## src/rtl/core/sbt_pkg.sv

```systemverilog
package sbt_pkg;

  // Field widths.
  localparam int ByteW = 8;
  localparam int KindW = 5;
  localparam int PosW  = 17;
  localparam int LineW = 16;
  localparam int MaxResults = 3;

  // Positions saturate at the maximum text length.
  localparam logic [PosW-1:0]  MaxPos  = PosW'(65536);
  localparam logic [LineW-1:0] LineMax = '1;

  // Token kinds; punctuation kinds come from a table in the scanner.
  localparam logic [KindW-1:0] KindLine    = 5'd0;
  localparam logic [KindW-1:0] KindComment = 5'd1;
  localparam logic [KindW-1:0] KindString  = 5'd2;
  localparam logic [KindW-1:0] KindLabel   = 5'd3;
  localparam logic [KindW-1:0] KindNumber  = 5'd4;
  localparam logic [KindW-1:0] KindNone    = 5'd0;

  // Scanner modes.
  typedef enum logic [2:0] {
    ModeIdle    = 3'd0,
    ModeSlash   = 3'd1,
    ModeComment = 3'd2,
    ModeString  = 3'd3,
    ModeEscape  = 3'd4,
    ModeLabel   = 3'd5,
    ModeNumber  = 3'd6
  } mode_e;

  // One token.
  typedef struct packed {
    logic [KindW-1:0] kind;
    logic [PosW-1:0]  start_pos;
    logic [PosW-1:0]  end_pos;
    logic [LineW-1:0] line;
  } tok_t;

  // All tokens caused by one byte, in order.
  typedef struct packed {
    logic [1:0]             count;
    tok_t [MaxResults-1:0]  tok;
  } step_t;

endpackage

```

## src/rtl/core/sbt_scan.sv

```systemverilog
module sbt_scan (
  input  logic                      clk_i,
  input  logic                      rst_ni,
  input  logic [sbt_pkg::ByteW-1:0] byte_i,
  input  logic                      eot_i,
  input  logic                      commit_i,
  output sbt_pkg::step_t            step_o
);
  import sbt_pkg::*;

  localparam logic [ByteW-1:0] ChSlash  = 8'h2F;
  localparam logic [ByteW-1:0] ChQuote  = 8'h22;
  localparam logic [ByteW-1:0] ChUnder  = 8'h5F;
  localparam logic [ByteW-1:0] ChDot    = 8'h2E;
  localparam logic [ByteW-1:0] ChNl     = 8'h0A;
  localparam logic [ByteW-1:0] ChBslash = 8'h5C;

  function automatic logic is_digit(input logic [ByteW-1:0] c);
    return (c >= 8'h30) && (c <= 8'h39);
  endfunction

  function automatic logic is_label_start(input logic [ByteW-1:0] c);
    return (c == ChUnder) || ((c >= 8'h41) && (c <= 8'h5A)) ||
           ((c >= 8'h61) && (c <= 8'h7A));
  endfunction

  function automatic logic [KindW-1:0] punct_kind(input logic [ByteW-1:0] c);
    logic [KindW-1:0] k;
    unique case (c)
      8'h2B:   k = 5'd5;
      8'h2A:   k = 5'd6;
      8'h3D:   k = 5'd7;
      8'h40:   k = 5'd8;
      8'h24:   k = 5'd9;
      8'h2E:   k = 5'd10;
      8'h2C:   k = 5'd11;
      8'h3B:   k = 5'd12;
      8'h28:   k = 5'd13;
      8'h29:   k = 5'd14;
      8'h5B:   k = 5'd15;
      8'h5D:   k = 5'd16;
      8'h7B:   k = 5'd17;
      8'h7D:   k = 5'd18;
      default: k = KindNone;
    endcase
    return k;
  endfunction

  function automatic tok_t mk_tok(input logic [KindW-1:0] k, input logic [PosW-1:0] s,
                                  input logic [PosW-1:0] e, input logic [LineW-1:0] l);
    tok_t t;
    t.kind      = k;
    t.start_pos = s;
    t.end_pos   = e;
    t.line      = l;
    return t;
  endfunction

  mode_e            mode_q, mode_d;
  logic [PosW-1:0]  begin_q, begin_d;
  logic [PosW-1:0]  pos_q, pos_d;
  logic [LineW-1:0] line_q, line_d;
  logic             lht_q, lht_d;
  step_t            step_d;

  // Scan one byte: next state and the tokens it causes.
  always_comb begin
    logic [PosW-1:0]  p;
    logic [PosW-1:0]  np;
    logic [LineW-1:0] cur;
    logic             rescan;
    logic [KindW-1:0] pk;
    p       = pos_q;
    np      = (pos_q < MaxPos) ? pos_q + PosW'(1) : MaxPos;
    mode_d  = mode_q;
    begin_d = begin_q;
    line_d  = line_q;
    lht_d   = lht_q;
    pos_d   = np;
    step_d  = '0;
    rescan  = 1'b0;
    cur     = '0;
    pk      = punct_kind(byte_i);

    // Close or continue the token in progress.
    unique case (mode_q)
      ModeSlash: begin
        if (byte_i == ChSlash) begin
          mode_d = ModeComment;
        end else begin
          rescan = 1'b1;
        end
      end
      ModeComment: begin
        if (byte_i == ChNl) begin
          cur = (line_d != LineMax) ? line_d + LineW'(1) : LineMax;
          step_d.tok[step_d.count] = mk_tok(KindComment, begin_d, p, cur);
          step_d.count = step_d.count + 2'd1;
          if (line_d != LineMax) begin
            line_d = line_d + LineW'(1);
          end
          step_d.tok[step_d.count] = mk_tok(KindLine, p, np, line_d);
          step_d.count = step_d.count + 2'd1;
          lht_d  = 1'b0;
          mode_d = ModeIdle;
        end
      end
      ModeString: begin
        if (byte_i == ChQuote) begin
          cur = (line_d != LineMax) ? line_d + LineW'(1) : LineMax;
          step_d.tok[step_d.count] = mk_tok(KindString, begin_d, p, cur);
          step_d.count = step_d.count + 2'd1;
          lht_d  = 1'b1;
          mode_d = ModeIdle;
        end else if (byte_i == ChBslash) begin
          mode_d = ModeEscape;
        end
      end
      ModeEscape: begin
        mode_d = ModeString;
      end
      ModeLabel: begin
        if (!(is_digit(byte_i) || is_label_start(byte_i))) begin
          cur = (line_d != LineMax) ? line_d + LineW'(1) : LineMax;
          step_d.tok[step_d.count] = mk_tok(KindLabel, begin_d, p, cur);
          step_d.count = step_d.count + 2'd1;
          lht_d  = 1'b1;
          rescan = 1'b1;
        end
      end
      ModeNumber: begin
        if (!(is_digit(byte_i) || (byte_i == ChDot))) begin
          cur = (line_d != LineMax) ? line_d + LineW'(1) : LineMax;
          step_d.tok[step_d.count] = mk_tok(KindNumber, begin_d, p, cur);
          step_d.count = step_d.count + 2'd1;
          lht_d  = 1'b1;
          rescan = 1'b1;
        end
      end
      default: begin
        rescan = 1'b1;
      end
    endcase

    // Scan the byte from the idle mode.
    if (rescan) begin
      mode_d = ModeIdle;
      priority if (byte_i == ChNl) begin
        if (line_d != LineMax) begin
          line_d = line_d + LineW'(1);
        end
        step_d.tok[step_d.count] = mk_tok(KindLine, p, np, line_d);
        step_d.count = step_d.count + 2'd1;
        lht_d = 1'b0;
      end else if (byte_i == ChSlash) begin
        mode_d  = ModeSlash;
        begin_d = p;
      end else if (byte_i == ChQuote) begin
        mode_d  = ModeString;
        begin_d = np;
      end else if (is_label_start(byte_i)) begin
        mode_d  = ModeLabel;
        begin_d = p;
      end else if (is_digit(byte_i)) begin
        mode_d  = ModeNumber;
        begin_d = p;
      end else begin
        // Punctuation is a token of its own; any other byte is skipped.
        if (pk != KindNone) begin
          cur = (line_d != LineMax) ? line_d + LineW'(1) : LineMax;
          step_d.tok[step_d.count] = mk_tok(pk, p, np, cur);
          step_d.count = step_d.count + 2'd1;
          lht_d = 1'b1;
        end
      end
    end

    // End of text: flush the pending token and the open line, then restart.
    if (eot_i) begin
      cur = (line_d != LineMax) ? line_d + LineW'(1) : LineMax;
      unique case (mode_d)
        ModeComment: begin
          step_d.tok[step_d.count] = mk_tok(KindComment, begin_d, np, cur);
          step_d.count = step_d.count + 2'd1;
          lht_d = 1'b1;
        end
        ModeString, ModeEscape: begin
          step_d.tok[step_d.count] = mk_tok(KindString, begin_d, np, cur);
          step_d.count = step_d.count + 2'd1;
          lht_d = 1'b1;
        end
        ModeLabel: begin
          step_d.tok[step_d.count] = mk_tok(KindLabel, begin_d, np, cur);
          step_d.count = step_d.count + 2'd1;
          lht_d = 1'b1;
        end
        ModeNumber: begin
          step_d.tok[step_d.count] = mk_tok(KindNumber, begin_d, np, cur);
          step_d.count = step_d.count + 2'd1;
          lht_d = 1'b1;
        end
        default: begin
        end
      endcase
      if (lht_d) begin
        step_d.tok[step_d.count] = mk_tok(KindLine, np, np, cur);
        step_d.count = step_d.count + 2'd1;
      end
      mode_d  = ModeIdle;
      begin_d = '0;
      pos_d   = '0;
      line_d  = '0;
      lht_d   = 1'b0;
    end
  end

  assign step_o = step_d;

  // Scanner state, updated when the byte is handed on.
  always_ff @(posedge clk_i or negedge rst_ni) begin
    if (!rst_ni) begin
      mode_q  <= ModeIdle;
      begin_q <= '0;
      pos_q   <= '0;
      line_q  <= '0;
      lht_q   <= 1'b0;
    end else if (commit_i) begin
      mode_q  <= mode_d;
      begin_q <= begin_d;
      pos_q   <= pos_d;
      line_q  <= line_d;
      lht_q   <= lht_d;
    end
  end

endmodule

```

## src/rtl/core/sbt_out.sv

```systemverilog
module sbt_out (
  input  logic                      clk_i,
  input  logic                      rst_ni,
  input  logic                      load_i,
  input  sbt_pkg::step_t            step_i,
  input  logic                      stall_i,
  output logic                      valid_o,
  output logic                      free_o,
  output logic [sbt_pkg::KindW-1:0] token_kind_o,
  output logic [sbt_pkg::PosW-1:0]  start_pos_o,
  output logic [sbt_pkg::PosW-1:0]  end_pos_o,
  output logic [sbt_pkg::LineW-1:0] line_number_o,
  output logic                      last_of_run_o
);
  import sbt_pkg::*;

  tok_t [MaxResults-1:0] tok_q;
  logic [1:0]            cnt_q, cnt_d;
  logic [1:0]            idx_q, idx_d;
  logic                  last;
  logic                  taken;
  tok_t                  head;

  assign valid_o = (cnt_q != 2'd0);
  assign last    = (idx_q == (cnt_q - 2'd1));
  assign taken   = valid_o && !stall_i;
  assign free_o  = !valid_o || (taken && last);

  // Walk through the held tokens one request at a time.
  always_comb begin
    cnt_d = cnt_q;
    idx_d = idx_q;
    if (taken) begin
      idx_d = idx_q + 2'd1;
      if (last) begin
        cnt_d = 2'd0;
        idx_d = 2'd0;
      end
    end
    if (load_i) begin
      cnt_d = step_i.count;
      idx_d = 2'd0;
    end
  end

  always_ff @(posedge clk_i or negedge rst_ni) begin
    if (!rst_ni) begin
      cnt_q <= 2'd0;
      idx_q <= 2'd0;
    end else begin
      cnt_q <= cnt_d;
      idx_q <= idx_d;
    end
  end

  // Token payload needs no reset.
  always_ff @(posedge clk_i) begin
    if (load_i) begin
      tok_q <= step_i.tok;
    end
  end

  assign head          = tok_q[idx_q];
  assign token_kind_o  = head.kind;
  assign start_pos_o   = head.start_pos;
  assign end_pos_o     = head.end_pos;
  assign line_number_o = head.line;
  assign last_of_run_o = last;

endmodule

```

## src/rtl/core/source_byte_tokenizer_top.sv

```systemverilog
// Source byte tokenizer.
// Input channel: one source byte per request on source_byte_i, with
// end_of_text_i set on the last byte of a text. Output channel: one token per
// request (kind, start and end position, line number), with last_of_run_o set
// on the last token caused by one byte. Both channels use valid and stall.
// A byte is held in an input register, scanned combinationally, and its tokens
// (zero to three) load a result register that is read out one per request.
// The tokens load as the byte leaves the input register, and the first is then
// on the output. Throughput is one byte per cycle while the result register
// can take the tokens; a byte that causes n tokens holds the output until
// all n are taken, so the rate is set by the output channel when tokens are
// dense. Bytes that cause no token pass without waiting for the output.
// When the receiver stalls, the held token stays steady, and the input stalls
// once a byte with tokens waits behind the result register.
// Reset clears the scanner to the idle mode at position zero and line zero,
// and empties both registers. After a byte with end_of_text_i the scanner
// returns to its reset state, so the next byte starts a new text.
module source_byte_tokenizer_top (
  input  logic                      clk_i,
  input  logic                      rst_ni,
  input  logic                      in_valid_i,
  output logic                      in_stall_o,
  input  logic [sbt_pkg::ByteW-1:0] source_byte_i,
  input  logic                      end_of_text_i,
  output logic                      out_valid_o,
  input  logic                      out_stall_i,
  output logic [sbt_pkg::KindW-1:0] token_kind_o,
  output logic [sbt_pkg::PosW-1:0]  start_pos_o,
  output logic [sbt_pkg::PosW-1:0]  end_pos_o,
  output logic [sbt_pkg::LineW-1:0] line_number_o,
  output logic                      last_of_run_o
);
  import sbt_pkg::*;

  logic             in_valid_q, in_valid_d;
  logic [ByteW-1:0] byte_q;
  logic             eot_q;
  logic             accept;
  logic             advance;
  logic             out_free;
  step_t            step;

  // The held byte moves on when it causes no token or the result register frees.
  assign advance    = in_valid_q && ((step.count == 2'd0) || out_free);
  assign in_stall_o = in_valid_q && !advance;
  assign accept     = in_valid_i && !in_stall_o;

  always_comb begin
    in_valid_d = in_valid_q;
    if (accept) begin
      in_valid_d = 1'b1;
    end else if (advance) begin
      in_valid_d = 1'b0;
    end
  end

  always_ff @(posedge clk_i or negedge rst_ni) begin
    if (!rst_ni) begin
      in_valid_q <= 1'b0;
    end else begin
      in_valid_q <= in_valid_d;
    end
  end

  // Input payload register.
  always_ff @(posedge clk_i) begin
    if (accept) begin
      byte_q <= source_byte_i;
      eot_q  <= end_of_text_i;
    end
  end

  sbt_scan u_scan (
    .clk_i    (clk_i),
    .rst_ni   (rst_ni),
    .byte_i   (byte_q),
    .eot_i    (eot_q),
    .commit_i (advance),
    .step_o   (step)
  );

  sbt_out u_out (
    .clk_i         (clk_i),
    .rst_ni        (rst_ni),
    .load_i        (advance && (step.count != 2'd0)),
    .step_i        (step),
    .stall_i       (out_stall_i),
    .valid_o       (out_valid_o),
    .free_o        (out_free),
    .token_kind_o  (token_kind_o),
    .start_pos_o   (start_pos_o),
    .end_pos_o     (end_pos_o),
    .line_number_o (line_number_o),
    .last_of_run_o (last_of_run_o)
  );

endmodule

```

## config.mk

```make
export PLATFORM = sky130hd
export DESIGN_NAME = source_byte_tokenizer_top
export DESIGN_NICKNAME = d
export VERILOG_FILES = /design/src/rtl/core/sbt_pkg.sv /design/src/rtl/core/sbt_scan.sv /design/src/rtl/core/sbt_out.sv /design/src/rtl/core/source_byte_tokenizer_top.sv
export SDC_FILE = /design/constraint.sdc
export NUM_CORES = 1
export LEC_CHECK = 0
export ABC_AREA = 1
export BUFFER_PORTS_ARGS = -buffer_cell sky130_fd_sc_hd__buf_2
export CAP_MARGIN = 20
export CORE_ASPECT_RATIO = 0.8
export CORE_MARGIN = 3
export CORE_UTILIZATION = 57
export CTS_CLUSTER_DIAMETER = 40
export DETAILED_ROUTE_END_ITERATION = 7
export HOLD_SLACK_MARGIN = 0.03
export PLACE_DENSITY = 0.76
export SYNTH_ARGS = -nofsm -noshare
export SYNTH_HDL_FRONTEND = slang
export SYNTH_SLANG_ARGS = --single-unit
```

## constraint.sdc

```tcl
create_clock -name clk_i -period 7.4 [get_ports clk_i]
set_input_delay 0.74 -clock clk_i [delete_from_list [all_inputs] [get_ports clk_i]]
set_output_delay 0.74 -clock clk_i [all_outputs]
set_load 0.05 [all_outputs]
```

After elaboration in Yosys (flattened, before gate mapping) --
Cells that the tools add are included.
Word-level totals: logic and storage cells 210, register bits 233, input bits 13, output and inout bits 58
Operators by class: $lt $le $gt $ge 14, multiplexer cells 98, equality and inequality tests 34, add/sub/neg operators 9, reduce and logical (&&, ||, !) cells 33
Operator list (count):
- 167-bit 2-to-1 mux | 10
- 165-bit bitwise mux | 7
- 167-bit case mux with 4 select lines | 1
- 55-bit demux with 2-bit select | 3
- 55-bit 2-to-1 mux | 4
- 55-bit case mux with 4 select lines | 1
- 16-bit 2-to-1 mux | 12
- 17-bit 2-to-1 mux | 9
- 55-bit binary-select mux with 2-bit select | 1
- 105-bit 2-to-1 mux | 1
- 52-bit 2-to-1 mux | 2
- 8-bit by 6-bit equality test with 1-bit output, second input constant | 11
- 5-bit case mux with 14 select lines | 1
- 8-bit by 7-bit equality test with 1-bit output, second input constant | 7
- 53-bit 2-to-1 mux | 1
- 50-bit 2-to-1 mux | 1
- 16-bit by 1-bit adder with 16-bit output, second input constant | 3
- 16-bit != test, second input constant | 3
- 3-bit 2-to-1 mux | 11
- 1-bit 2-to-1 mux | 22
- 3-bit equality test, second input constant | 6
- 17-bit by 1-bit adder with 17-bit output, second input constant | 1
- 17-bit < comparator, second input constant | 1
- 8-bit by 7-bit >= comparator with 1-bit output, second input constant | 2
- 25 further kinds | 67

Logic depth before layout (Yosys ltp) --
Gate-level depths: netlist (run 1).
depth in word-level cells 41, mapped depth 30, mapped depth without buffers 30

Cells and area by module --
A second synthesis (run 1) with hierarchy kept.
Second synthesis, totals: cells, all modules 2339, area total of the unflattened synthesis 17509.3 um^2
By module, submodules not included:
- sbt_scan | cells each 1862, seq. area each 1351.3 um^2, area each 10307.4 um^2, instances 1
- sbt_out | cells each 453, seq. area each 5054.8 um^2, area each 6837.8 um^2, instances 1
- source_byte_tokenizer_top | cells each 24, seq. area each 295.3 um^2, area each 364.1 um^2, instances 1

Least setup slack after synthesis (run 1) --
OpenSTA, ideal clock, no wires.
path type reg2reg, start reg byte_q[5], end reg u_out.tok_q[0] in the netlist's numbering (enable), library setup time 517 ps, required time 6883 ps, period minus slack after synthesis 7153 ps, data arrival time 6636 ps, buffers on the path 1, stages on the path, launching flop included 21, setup slack 247 ps, path through edfxtp_1 -> nand3_2 -> inv_1 -> nand3_1 -> buf_2 -> inv_1 -> nand2_1 -> nand2_1 -> nor2_1 -> ha_1 -> o211ai_1 -> a22oi_1 -> ha_1 -> or2_2 -> nand2_1 -> inv_1 -> ha_1 -> or2_1 -> nand3_1 -> nand3_1 -> inv_1
Between the ends: cells in the longest elaborated chain, start to end 25, elaborated cells between the ends (all ways) 94, those cells by class add/sub: 3; order compare: 6; eq/ne: 24; mux: 46; reduce/logical: 15
Ends and longest elaborated chain:
- start: declaration | line source_byte_tokenizer_top.sv:36 | logic [ByteW-1:0] byte_q;
- start signal: assignment | line source_byte_tokenizer_top.sv:68 | byte_q <= source_byte_i;
- 8-bit by 7-bit >= comparator with 1-bit output / 8-bit by 7-bit <= comparator with 1-bit output (equally long branches) | line sbt_scan.sv:23 | return (c == ChUnder) || ((c >= 8'h41) && (c <= 8'h5A)) ||
- 1-bit logical AND | line sbt_scan.sv:23
- 1-bit logical OR (2 in series) | line sbt_scan.sv:23
- 1-bit logical OR | line sbt_scan.sv:123 | if (!(is_digit(byte_i) || is_label_start(byte_i))) begin
- 1-bit 2-to-1 mux | line sbt_scan.sv:123
- 2-bit case mux with 4 select lines | line sbt_scan.sv:86 | unique case (mode_q)
- 2-bit by 1-bit adder with 2-bit output | line sbt_scan.sv:153, sbt_scan.sv:172
- 167-bit 2-to-1 mux | line sbt_scan.sv:169 | if (pk != KindNone) begin
- [... 8 more ...]
- 167-bit 2-to-1 mux | line sbt_scan.sv:179 | if (eot_i) begin
- 2-bit by 1-bit adder with 2-bit output | line sbt_scan.sv:207 | step_d.count = step_d.count + 2'd1;
- 167-bit 2-to-1 mux | line sbt_scan.sv:205 | if (lht_d) begin
- 167-bit 2-to-1 mux * | line sbt_scan.sv:179
- 2-bit zero test | line source_byte_tokenizer_top.sv:44 | assign advance = in_valid_q && ((step.count == 2'd0) || out_free);
- 1-bit logical OR | line source_byte_tokenizer_top.sv:44
- 1-bit logical AND | line source_byte_tokenizer_top.sv:44
- 1-bit logical AND * | line source_byte_tokenizer_top.sv:85 | .load_i (advance && (step.count != 2'd0)),
- end signal: assignment | line sbt_out.sv:59 | tok_q <= step_i.tok;
- end: declaration | line sbt_out.sv:17 | tok_t [MaxResults-1:0] tok_q;
Mark *: on every way between the ends. The rest lies on a longest branch, timed or not. The select of a mux whose other input is x is not followed. A chain may end at the register's enable or synchronous reset.

==> impl_metrics.env, run 1 <==
export IMPL_p_sw_share_pct=53.34
export IMPL_clockBufferDepth=3
export IMPL_cp_slowest_cell="inv_1"
export IMPL_worstPathArrival_ns=6.85
export IMPL_synthesis_nets=2216
export IMPL_cts_buffers=36
export IMPL_hold_viol=0
export IMPL_cts_sink_count=233
export IMPL_path_max_fanout=18
export IMPL_crit_family="simple AND/OR/NAND/NOR gates"
export IMPL_power_total_w=0.009493
export IMPL_num_vias=17022
export IMPL_async_reset_ff_share_pct=25.32
export IMPL_timing_final_crit_period_ns=6.569
export IMPL_p_switching_w=0.005063
export IMPL_drive_above_1_share_pct=12.95
export IMPL_cts_hold_buffers_added=0
export IMPL_p_comb_share_pct=57.5
export IMPL_synth_seq_cells=233
export IMPL_ctsResizeCount=0
export IMPL_post_place_ws_ns=1.267
export IMPL_synth_top_family_by_area="simple AND/OR/NAND/NOR gates"
export IMPL_slew_headroom_pct=24.01
export IMPL_dp_hpwl_mm=45.63
export IMPL_synth_compound_area_share_pct=17.35
export IMPL_dieWidth_um=194.1
export IMPL_final_nets=2241
export IMPL_clock_latency_ns=0.54
export IMPL_syn_area_um2=16140
export IMPL_n_antenna_cell=0
export IMPL_cts_clk_slew_worst_paths_ns=0.05
export IMPL_drt_iter0_markers=2769
export IMPL_start_kind="register"
export IMPL_finalCritPeriodShare_pct=88.77
export IMPL_yosys_area_share_simple_pct=30.29
export IMPL_synthXorXnorAreaFrac_pct=1.078
export IMPL_yosysTopAreaCell="edfxtp_1"
export IMPL_cp_required_ns=7.68
export IMPL_synth_edf_count=174
export IMPL_grt_pass1_vias=15021
export IMPL_vias_per_cell=6.539
export IMPL_tightestPinTransition_ns=1.137
export IMPL_cts_tree="built"
export IMPL_num_rows=54
export IMPL_grt_pass1_wl_mm=93.25
export IMPL_die_area_um2=30380
export IMPL_syn_area_per_cell_um2=7.380
export IMPL_setup_violations=0
export IMPL_path_class="register to register"
export IMPL_min_path_type="input port to register"
export IMPL_final_core_util_pct=64.94
export IMPL_antenna_found_initial=1
export IMPL_fmax_mhz=152.2
export IMPL_tns_ns=0
export IMPL_synth_commonest_cells="nand2_1, nor2_1, inv_1"
export IMPL_syn_instance_count=2187
export IMPL_seq_area_frac_synth_pct=41.52
export IMPL_io_pins=71
export IMPL_cts_root_buffer="clkbuf_16"
export IMPL_maxCapViolCount=0
export IMPL_cpPeakStageDelay_ns=0.82
export IMPL_port_buffer_count=70
export IMPL_yosys_top_cells_area="edfxtp_1, nand2_1, dfrtp_1"
export IMPL_start_util_pct=58.55
export IMPL_pwr_share_seq_pct=25.2
export IMPL_p_leak_nw=7.516
export IMPL_synthFlopType="edfxtp_1"
export IMPL_p_int_w=0.004429
export IMPL_die_h_um=156.5
export IMPL_yosysMostFrequentCell="nand2_1"
export IMPL_area_growth_pct=10.91
export IMPL_finalClockSkew_ns=0.02658
export IMPL_endpoint_kind="register"
export IMPL_path_cells="nor2_2 -> nand3_2 -> nor3_1 -> nor2_1 -> nor2_1 -> ha_1 -> o211ai_1 -> a22oi_1 -> ha_1 -> or2_2 -> nand2_1 -> inv_1 -> ha_1 -> nand3_2 -> nand2_2 -> inv_1 -> nand2_1 -> a21oi_1 -> nor2_1"
export IMPL_p_clk_share_pct=17.3
export IMPL_h_tree_depth=2
export IMPL_cts_setup_buffers=0
export IMPL_ir_worst_vdd_v=0.0007714
export IMPL_drtPass1Iterations=8
export IMPL_final_max_slew_viol_count=0
export IMPL_wl_per_cell_um=24.25
export IMPL_core_um2=27570
export IMPL_place_gp_congestion=1.105
export IMPL_routed_wirelength_mm=63.12
export IMPL_synth_top_area_share_pct=32.37
export IMPL_cp_num_buf_inv=2
export IMPL_whs_ns=0.3829
export IMPL_synthMuxAreaShare_pct=0
export IMPL_power_per_cell_area_nw_per_um2=530.3
export IMPL_ys_warnings_count=0
export IMPL_globalRouteTotalUtil_pct=40.20
export IMPL_grt_max_degree=77
export IMPL_worst_slack_ns=0.8307
export IMPL_ys_types=60
export IMPL_synth_fa_ha_area_share_pct=1.240
export IMPL_ant_nets=0
export IMPL_grt_ovfl_total=0
export IMPL_status="finished clean"
export IMPL_drc=0
export IMPL_grt_setup_unrepaired="no"
[area by class of cell]
cell class / count / area [µm²]
Clock buffer: 43 / 948.4
Tap cell: 364 / 455.4
Inverter: 220 / 839.6
Sequential cell: 233 / 6706
Fill cell: 2435 / 9664
Timing Repair Buffer: 110 / 685.7
Clock inverter: 22 / 203.9
Multi-Input combinational cell: 1611 / 8063
[metal layers]
layer / GRT usage (%) / wire length [µm]
met2: 51.52 / 23360
met3: 18.85 / 12120
met4: 9.433 / 1778
met5: 2.469 / 161
met1: 60.55 / 25700
[cell usage in the layout (no fill, tap or decap), types with 4 or more instances in the layout]
cell         n
a211oi_1     4
a21oi_1     82
a21oi_2      4
a22oi_1      7
a31oi_1     15
buf_2       70
buf_4       36
clkbuf_1     6
clkbuf_16   37
clkinv_1     6
clkinv_2     4
dfrtp_1     57
edfxtp_1   174
ha_1        16
inv_1      191
inv_2       20
inv_6        9
nand2_1    490
nand2_2     21
nand3_1    176
nand3_2     16
nand4_1     27
nor2_1     298
nor2_2      21
nor2_4       8
nor3_1      19
nor4_1       7
o2111ai_1    4
o211ai_1     9
o21a_1       9
o21ai_0    153
o21ai_1     23
o221ai_1    15
o22ai_1     65
o31ai_1     59
or2_2       15
xnor2_1      4
xor2_1      14
[worst register-to-register path, cell delays in order, from the launching register on]
cell and delay, ns:
edfxtp_1 0.39, nor2_2 0.20, nand3_2 0.26, nor3_1 0.53, nor2_1 0.19, nor2_1 0.69, ha_1 0.39, o211ai_1 0.18
a22oi_1 0.14, ha_1 0.32, or2_2 0.29, nand2_1 0.11, inv_1 0.08, ha_1 0.24, nand3_2 0.38, nand2_2 0.45
inv_1 0.82, nand2_1 0.29, a21oi_1 0.28, nor2_1 0.09
[cells by family (layout without fill, tap and decap cells)]
family | after synthesis | in the layout
adders and majority gates | 16 | 16
buffers and inverters | 343 | 395
xor gates and xnor gates | 19 | 19
DFF | 233 | 233
AOI/OAI and AO/OA | 466 | 466
and+or+nand+nor | 1110 | 1110
[registers in the layout (all words and copies together) (netlist names)]
| register | flops |
|---|---|
| u_out.tok_q | 165 |
| byte_q | 8 |
| u_scan.lht_q | 1 |
| eot_q | 1 |
| u_out.cnt_q | 2 |
| u_scan.pos_q | 17 |
| u_scan.begin_q | 17 |
| u_scan.line_q | 16 |
| u_scan.mode_q | 3 |
| in_valid_q | 1 |
| u_out.idx_q | 2 |
[through the flow]
stage	std cells	cell area [µm²]
floorplan	2187	16140
global placement	2537	16740
detailed placement	2537	16740
CTS	2602	17900
global route	2603	17900
finish	2603	17900
[power by group through the flow]
stage	clock network (W)	logic [W]	registers, W
finish	0.00164	0.00546	0.00240
detailed placement	0	0.00522	0.00241
CTS	0.00164	0.00525	0.00239
floorplan	0	0.00370	0.00239
global placement	0	0.00517	0.00239
global route	0.00170	0.00572	0.00243
[path summary, 6_finish.rpt]
check	startpoint	end	slack, ns	cells after the start
max in group asynchronous	rst_ni	u_scan.pos_q[3]	6.34	2
hold reg to reg	u_scan.begin_q[12]	u_scan.begin_q[12]	0.49	2
setup reg to reg	byte_q[6]	u_out.tok_q[64]	0.83	19
setup / recovery	byte_q[6]	u_out.tok_q[64]	0.83	19
hold / removal	source_byte_i[5]	byte_q[5]	0.38	1
min in group asynchronous	rst_ni	u_out.cnt_q[1]	0.40	2
(Power assumes the default switching activity.)
==> run 2: changes to the inputs <==
Settings changed: ABC_AREA 1 to not set.
==> run 2 against run 1 <==
Global-route usage shrank 5.6 points; clock skew shrank 0.011 ns; routed wire length is 18% lower; first-iteration DRC count fell by 17%; cell area decreased by 2.3%; synthesized cell count decreased by 17%; critical path type unchanged; critical endpoint is now u_out.tok_q[6].
==> impl_metrics.env, run 2 <==
export IMPL_synth_seq_cells=233
export IMPL_port_buffer_count=70
export IMPL_clock_latency_ns=0.57
export IMPL_regMostFlops="u_out.tok_q"
export IMPL_cts_buffers=31
export IMPL_num_rows=53
export IMPL_core_um2=26790
export IMPL_cts_setup_buffers=0
export IMPL_synthXorXnorAreaFrac_pct=2.322
export IMPL_synth_top_family_by_area="compound AO/OA/AOI/OAI gates"
export IMPL_num_vias=14901
export IMPL_seq_area_frac_synth_pct=42.30
export IMPL_worstPathArrival_ns=7.08
export IMPL_synth_commonest_cells="nand2_1, edfxtp_1, nor2_1"
export IMPL_path_cells="ha_1 -> nand4_1 -> nor4_4 -> inv_2 -> ha_1 -> mux2i_1 -> inv_1 -> ha_1 -> inv_1 -> nor3_1 -> nand4_2 -> nor2_1 -> nand2_1 -> ha_1 -> o21ai_0 -> buf_4 -> inv_1 -> ha_1 -> o31a_1 -> o211a_1 -> and4_4 -> a2111oi_2 -> a21oi_1"
export IMPL_timing_final_crit_period_ns=6.795
export IMPL_hold_viol=0
export IMPL_yosys_top_cells_area="edfxtp_1, dfrtp_1, a21oi_1"
export IMPL_synthFlopType="edfxtp_1"
export IMPL_start_util_pct=59.14
export IMPL_cts_tree="built"
export IMPL_drive_above_1_share_pct=13.45
export IMPL_ir_worst_vdd_v=0.0004386
export IMPL_r2r_start="u_scan.line_q[0]"
export IMPL_setup_violations=0
export IMPL_path_class="register to register"
export IMPL_drc=0
export IMPL_path_max_fanout=17
export IMPL_p_leak_nw=6.232
export IMPL_r2r_slack_ns=0.61
export IMPL_min_path_type="input port to async pin"
export IMPL_drt_iter0_markers=2297
export IMPL_endpoint_kind="register"
export IMPL_h_tree_depth=1
export IMPL_reg_top3="u_out.tok_q x165, u_scan.begin_q x17, u_scan.pos_q x17"
export IMPL_final_max_slew_viol_count=0
export IMPL_antenna_found_initial=2
export IMPL_grt_setup_unrepaired="no"
export IMPL_synthesis_nets=1839
export IMPL_die_area_um2=29840
export IMPL_wl_per_cell_um=24.09
export IMPL_syn_area_per_cell_um2=8.753
export IMPL_slew_headroom_pct=23.12
export IMPL_ys_warnings_count=0
export IMPL_grt_pass1_vias=13716
export IMPL_synthMuxAreaShare_pct=4.802
export IMPL_yosysMostFrequentCell="nand2_1"
export IMPL_crit_top_cell="ha_1"
export IMPL_vias_per_cell=6.911
export IMPL_largest_register_ffs=165
export IMPL_fill_cells=2215
export IMPL_finalClockSkew_ns=0.01579
export IMPL_final_nets=1804
export IMPL_tns_ns=0
export IMPL_drtPass1Iterations=6
export IMPL_cts_hold_buffers_added=0
export IMPL_yosys_area_share_simple_pct=20.98
export IMPL_maxCapViolCount=0
export IMPL_ant_nets=0
export IMPL_start_kind="register"
export IMPL_finalCritPeriodShare_pct=91.82
export IMPL_place_gp_congestion=1.034
export IMPL_globalRouteTotalUtil_pct=34.59
export IMPL_clockBufferDepth=3
export IMPL_status="finished clean"
export IMPL_syn_area_um2=15840
export IMPL_grt_pass1_wl_mm=80.51
export IMPL_synth_fa_ha_area_share_pct=1.264
export IMPL_io_pins=71
export IMPL_n_antenna_cell=0
export IMPL_async_reset_ff_share_pct=25.32
export IMPL_fmax_mhz=147.2
export IMPL_yosysTopAreaCell="edfxtp_1"
export IMPL_ctsResizeCount=0
export IMPL_syn_instance_count=1810
export IMPL_synth_compound_area_share_pct=23.27
export IMPL_grt_ovfl_total=0
export IMPL_dp_hpwl_mm=35.29
export IMPL_whs_ns=0.3514
export IMPL_ys_types=100
export IMPL_cp_slowest_cell="nor4_4"
export IMPL_routed_wirelength_mm=51.95
export IMPL_cp_required_ns=7.68
export IMPL_power_per_cell_area_nw_per_um2=316.3
export IMPL_dieWidth_um=192.4
export IMPL_synth_edf_count=174
export IMPL_cts_sink_count=233
export IMPL_area_growth_pct=10.38
export IMPL_final_common_cell="nand2_1"
export IMPL_cpPeakStageDelay_ns=0.59
export IMPL_synth_top_area_share_pct=32.98
export IMPL_cts_root_buffer="clkbuf_16"
export IMPL_cts_clk_slew_worst_paths_ns=0.06
export IMPL_reg2reg_to="u_out.tok_q[6]"
export IMPL_tightestPinTransition_ns=1.121
export IMPL_most_common_layout_cells="nand2_1, edfxtp_1, nor2_1, a21oi_1, o21ai_0"
export IMPL_die_h_um=155.1
export IMPL_r2r_cells=23
export IMPL_grt_max_degree=166
## run 2: cell families after synthesis
group           count (synthesis)
buf+inv                       200
xor+xnor                       42
mux                            75
simple gates                  676
flops                         233
compound gates                568
fa+ha+maj                      16
## run 2: metrics by stage
| step | cell area [µm²] | setup slack [ns] | total power, W | util [%] | cells |
|---|---|---|---|---|---|
| after floorplan | 16000 | -0.7169 | 0.003411 | - | 1810 |
| after global placement | 16430 | 1.001 | 0.003948 | 61.33 | 2099 |
| after detailed placement | 16430 | 0.8258 | 0.003983 | 61.33 | 2099 |
| after CTS | 17490 | 0.7943 | 0.005505 | 65.27 | 2156 |
| after global routing | 17490 | 0.2029 | 0.005767 | 65.27 | 2156 |
| final | 17490 | 0.6050 | 0.005531 | 65.27 | 2156 |
## run 2: power breakdown
group	internal, W	switching, W
logic	0.000537	0.00167
clock network	0.000921	0.000612
registers	0.00165	0.000137
## run 2: worst max-delay path by stage
stage | end | slack (ns) | startpoint
floorplan | u_out.tok_q[0] | -0.72 | byte_q[0]
global placement | u_out.tok_q[116] | 1.00 | byte_q[1]
detailed placement | u_out.tok_q[116] | 0.83 | u_scan.line_q[0]
CTS | u_out.tok_q[116] | 0.79 | u_scan.line_q[0]
global route | u_out.tok_q[116] | 0.20 | u_scan.line_q[0]
finish | u_out.tok_q[6] | 0.61 | u_scan.line_q[0]
## run 2: final cells by class
class / count / area (µm²) / share of cell area (%)
Clock buffer: 37 / 828.3 / 4.737
Sequential cell: 233 / 6706 / 38.35
Timing Repair Buffer: 104 / 630.6 / 3.606
Tap cell: 357 / 446.7 / 2.554
Inverter: 28 / 105.1 / 0.6010
Multi-Input combinational cell: 1377 / 8541 / 48.84
Clock inverter: 20 / 229.0 / 1.309
## run 2: layer usage
layer | vias to the layer above | wire, µm | GRT usage (%) | share of wire, %
met5 | - | 32 | 0 | 0.062
met4 | 4 | 1139 | 8.669 | 2.2
met3 | 107 | 7966 | 12.16 | 15
met2 | 1078 | 20180 | 44.64 | 39
met1 | 7035 | 22620 | 54.48 | 44
li1 | 6677 | - | - | -
## run 2: critical path: cells and delay by family (launching register included)
kind / cells / cell delay [ns]
and+or+nand+nor: 7 / 2.41
adders and majority gates: 5 / 1.71
muxes: 1 / 0.11
buffers and inverters: 5 / 0.74
DFF: 1 / 0.52
AOI/OAI and AO/OA: 5 / 1.01
